`src/design/assert_macros.svh`:
```
// Assertion macros shared by the reverb RTL.
// Every macro samples on i_clk and is disabled while i_rst_n is low.
`ifndef ASSERT_MACROS_SVH
`define ASSERT_MACROS_SVH

// Same-cycle implication.
`define ACR_ASSERT_IMP(lbl, ante, cons) \
    lbl: assert property (@(posedge i_clk) disable iff (!i_rst_n) (ante) |-> (cons)) \
        else $error("assertion failed");

// Next-cycle implication.
`define ACR_ASSERT_NXT(lbl, ante, cons) \
    lbl: assert property (@(posedge i_clk) disable iff (!i_rst_n) (ante) |=> (cons)) \
        else $error("assertion failed");

`endif

```
`src/design/acr_pkg.sv`:
```
// Shared widths, register indexes, control types and saturation helpers
// for the all-pass cascade reverb. No dependencies.
`timescale 1ns / 1ps

package acr_pkg;

    localparam int SAMPLE_W  = 16;
    localparam int COEF_W    = 16;
    localparam int SIG_W     = 18;
    localparam int PROD_W    = COEF_W + SIG_W;
    localparam int RND_W     = PROD_W + 1 - 15;
    localparam int SUM_W     = RND_W + 1;
    localparam int CFG_IDX_W = 3;

    localparam int DEF_DEPTH_ONE   = 1024;
    localparam int DEF_DEPTH_TWO   = 512;
    localparam int DEF_DEPTH_THREE = 256;
    localparam int DEF_DEPTH_FOUR  = 128;

    // Configuration register indexes
    localparam logic [CFG_IDX_W-1:0] REG_ENABLE = 3'd0;
    localparam logic [CFG_IDX_W-1:0] REG_COEF1  = 3'd1;
    localparam logic [CFG_IDX_W-1:0] REG_COEF2  = 3'd2;
    localparam logic [CFG_IDX_W-1:0] REG_COEF3  = 3'd3;
    localparam logic [CFG_IDX_W-1:0] REG_COEF4  = 3'd4;

    // Coefficient reset values (0.75, 0.70, 0.65, 0.60 in Q15)
    localparam logic signed [COEF_W-1:0] COEF1_RST = 16'sd24576;
    localparam logic signed [COEF_W-1:0] COEF2_RST = 16'sd22938;
    localparam logic signed [COEF_W-1:0] COEF3_RST = 16'sd21299;
    localparam logic signed [COEF_W-1:0] COEF4_RST = 16'sd19661;

    // Control for the shared multiply / round / accumulate unit
    typedef struct packed {
        logic mul_en;
        logic sub;
    } t_mac_ctrl;

    // Clamp a wide sum into the 18-bit stage range
    function automatic logic signed [SIG_W-1:0] sat_sig(input logic signed [SUM_W-1:0] v);
        logic signed [SUM_W-1:0] hi;
        logic signed [SUM_W-1:0] lo;
        hi = SUM_W'((1 <<< (SIG_W - 1)) - 1);
        lo = -SUM_W'(1 <<< (SIG_W - 1));
        if (v > hi) begin
            return SIG_W'(hi);
        end else if (v < lo) begin
            return SIG_W'(lo);
        end
        return v[SIG_W-1:0];
    endfunction

    // Clamp a stage value to Q15
    function automatic logic signed [SAMPLE_W-1:0] sat_q15(input logic signed [SIG_W-1:0] v);
        logic signed [SIG_W-1:0] hi;
        logic signed [SIG_W-1:0] lo;
        hi = SIG_W'((1 <<< (SAMPLE_W - 1)) - 1);
        lo = -SIG_W'(1 <<< (SAMPLE_W - 1));
        if (v > hi) begin
            return SAMPLE_W'(hi);
        end else if (v < lo) begin
            return SAMPLE_W'(lo);
        end
        return v[SAMPLE_W-1:0];
    endfunction

endpackage

```
`src/design/acr_mac.sv`:
```
// Shared arithmetic unit: registered Q15 coefficient product, then
// round-half-up, add or subtract against an addend, and 18-bit saturation.
// Depends on acr_pkg.
`timescale 1ns / 1ps

module acr_mac
    import acr_pkg::*;
(
    input  logic                      i_clk,
    input  t_mac_ctrl                 i_ctrl,
    input  logic signed [COEF_W-1:0]  i_coef,
    input  logic signed [SIG_W-1:0]   i_operand,
    input  logic signed [SIG_W-1:0]   i_addend,
    output logic signed [SIG_W-1:0]   o_result
);

    logic signed [PROD_W-1:0] r_prod;
    logic signed [PROD_W:0]   w_biased;
    logic signed [RND_W-1:0]  w_rnd;
    logic signed [SUM_W-1:0]  w_sum;

    // Capture the product when asked
    always_ff @(posedge i_clk) begin
        if (i_ctrl.mul_en) begin
            r_prod <= i_coef * i_operand;
        end
    end

    // Round to Q15 (floor after adding half an LSB), then combine and clamp
    always_comb begin
        w_biased = (PROD_W+1)'(r_prod) + (PROD_W+1)'(1 <<< 14);
        w_rnd    = w_biased[PROD_W:15];
        if (i_ctrl.sub) begin
            w_sum = SUM_W'(i_addend) - SUM_W'(w_rnd);
        end else begin
            w_sum = SUM_W'(i_addend) + SUM_W'(w_rnd);
        end
        o_result = sat_sig(w_sum);
    end

endmodule

```
`config.mk`:
```
export PLATFORM = sky130hd
export DESIGN_NAME = acr_mac
export DESIGN_NICKNAME = d
export VERILOG_FILES = /design/src/design/assert_macros.svh /design/src/design/acr_pkg.sv /design/src/design/acr_mac.sv
export SDC_FILE = /design/constraint.sdc
export NUM_CORES = 1
export LEC_CHECK = 0
export BUFFER_PORTS_ARGS = -buffer_cell sky130_fd_sc_hd__buf_2
export CORE_MARGIN = 4
export CORE_UTILIZATION = 45
export DETAILED_ROUTE_END_ITERATION = 16
export GPL_ROUTABILITY_DRIVEN = 0
export PLACE_DENSITY_LB_ADDON = 0.1
export SLEW_MARGIN = 30
export SYNTH_ARGS = -nofsm -noshare
export SYNTH_HDL_FRONTEND = slang
export SYNTH_SLANG_ARGS = --single-unit
export TNS_END_PERCENT = 10
```
`constraint.sdc`:
```
create_clock -name i_clk -period 7 [get_ports i_clk]
set_input_delay 0.35 -clock i_clk [delete_from_list [all_inputs] [get_ports i_clk]]
set_output_delay 0.35 -clock i_clk [all_outputs]
set_load 0.05 [all_outputs]
```
==> reports/metrics.yaml <==
slowest_delay_ps: 550
vias: 10100
drv_cap: 0
fmax_mhz: 157
drc: 0
relSlewSlack_pct: 41.1
grt_pass1_wl_um: 56100
cts_max_level: 1
worst_pin_slew_ps: 880
synthesis.nets: 1966
required_ps: 6990
setup-violations-final: 0
overflow: 0
grt_max_degree: 29
hold_path_class: "in -> reg"
die_w_um: 180
crit_arrival_ps: 6350
crit_fanout: 18
endpoint_kind: "flop"
syn_avg_cell_area_um2: 8.79
drt_iter0_drc: 521
seq_area_frac_synth_pct: 4.50
viasPerCell: 5.22
tns_ps: 0
start_kind: "input pin"
synth_area_um2: 13300
synth_flop_cell: "edfxtp_1"
reg_top3: "r_prod (20)"
cpMostUsedCell: "fa_1"
clockRootBuffer: "clkbuf_16"
whs_path_depth: 1
crit_type: "in -> reg"
slew_violations: 0
min-delay-start: "i_ctrl[1]"
largest_reg_flops: 20
grt.total_usage_pct: 21.1
regMostFlops: "r_prod"
diodes: 0
synthCells: 1516
portBuffers: 72
hold_violations: 0
grt_pass1_vias: 10900
initial_utilization_pct: 46.1
postRouteAntennaNets: 0
rows: 62
area_growth_pct: 6.02
yosysWarnings: 0
layout-drive-gt1-share_pct: 6.53
rsz0062_at_grt: "false"
cts_resized: 0
antenna_found_initial: 0
postCtsHoldBufs: 0
post-cts-setup-buffer-count: 0
finalCriticalPeriod_ps: 6350
place_hpwl_um: 27800
cts_tree: "yes"
synthArstFlopShare_pct: 0
outcome: "finished clean"
finalCritPeriodShare_pct: 90.7
clkSinkCount: 20
cts_buffer_depth: 2
crit_slowest_cell: "fa_1"
dr.pass1.iters: 5
synth_cell_types: 62
fin_nets: 1998
worstHoldEndpoint: "r_prod[14]$_DFFE_PP_"
path_clk_slew_ps: 60
wl_per_cell_um: 17.0
cts_made_buffers: 3
synth-seq-cells: 20
die_h_um: 180
cp_cell_sequence: "buf_2 -> nand2_1 -> fa_1 -> inv_1 -> fa_1 -> inv_1 -> fa_1 -> inv_1 -> fa_1 -> inv_1 -> fa_1 -> inv_1 -> fa_1 -> ha_1 -> a211o_1 -> or3_1 -> a211oi_1 -> o31a_1 -> o31a_1 -> nor3_1 -> a211o_1 -> xnor2_1"
core_um2: 28900
dieArea_um2: 32400
io_pins: 73
wirelength_um: 32800
synth_edf_count: 20
[how the worst max path moves through the flow]
stage / startpoint / end / slack, ps
2_1_floorplan: i_coef[4] / r_prod[32]$_DFFE_PP_ / 750
3_3_place_gp: i_coef[1] / r_prod[33]$_DFFE_PP_ / 460
3_5_place_dp: i_coef[1] / r_prod[33]$_DFFE_PP_ / 340
4_1_cts: i_coef[1] / r_prod[33]$_DFFE_PP_ / 600
5_1_grt: r_prod[15]$_DFFE_PP_ / o_result[3] / 150
6_report: i_coef[1] / r_prod[33]$_DFFE_PP_ / 650
[metrics by stage]
step,cell area (um2),util (%),cells,hold slack (ps),setup slack [ps]
2_1_floorplan,13300,-,1516,462,746
3_3_place_gp,14000,48.5,1927,862,459
3_5_place_dp,14000,48.5,1927,868,335
4_1_cts,14100,48.8,1931,605,596
5_1_grt,14100,48.8,1931,609,149
6_report,14100,48.8,1931,590,648
[cells by family after synthesis]
group,after synthesis,synth area share (%)
flops,20,4.50
buf+inv,385,11.0
compound gates,163,8.32
mux,5,0.385
fa+ha+maj,395,53.4
simple gates,466,17.0
xor+xnor,82,5.39
[routing by layer]
metal | vias to the layer above | track usage [%] | share of wire [%]
met2 | 280 | 36.9 | 49
met4 | 0 | 5.20 | 3.0
met3 | 57 | 1.80 | 5.0
met1 | 5053 | 28.7 | 43
met5 | - | 0 | 0
li1 | 4699 | - | -
[placed cells by master (no fill, tap or decap), types with 12 or more instances in the layout]
| cell type | n |
|---|---|
| inv_1 | 329 |
| edfxtp_1 | 20 |
| nand3_1 | 15 |
| o21ai_0 | 32 |
| a21oi_1 | 37 |
| and2_1 | 114 |
| fa_1 | 290 |
| nand2b_1 | 15 |
| buf_2 | 72 |
| ha_1 | 105 |
| a21o_1 | 20 |
| xor2_1 | 25 |
| nand4_1 | 12 |
| nor2_1 | 58 |
| xnor2_1 | 57 |
| nand2_1 | 203 |
[synthesized netlist by cell type, types with 11 or more instances]
library cell,instances,area [um2]
a21oi_1,37,185
and3_1,11,68.8
nand4_1,12,75.1
nor2_1,58,218
edfxtp_1,20,601
and2_1,114,713
fa_1,290,5810
a21o_1,20,150
clkbuf_1,48,180
o21ai_0,32,160
nand2_1,203,762
xnor2_1,57,499
nand3_1,15,75.1
nand2b_1,15,93.8
inv_1,329,1230
ha_1,105,1310
xor2_1,25,219
[critical path, delay by kind of cell]
family                     cells  cell delay, ps
and+or+nand+nor                3             540
xor gates and xnor gates       1             130
AOI/OAI and AO/OA              5            1510
adders and majority gates      7            3230
buffers and inverters          6             590
[final cells by class]
| cell class | count | area, um2 |
|---|---|---|
| fill | 2906 | 14800 |
| multi-input combinational | 1111 | 11300 |
| inverter | 330 | 1240 |
| sequential | 20 | 601 |
| tap | 384 | 480 |
| timing repair buffer | 82 | 435 |
| clock buffer | 3 | 75.1 |
| clock inverter | 1 | 30.0 |
Power is left out: the tool's default activity adds up to more than one toggle a clock period on the data nets, which glitch-free logic cannot reach.
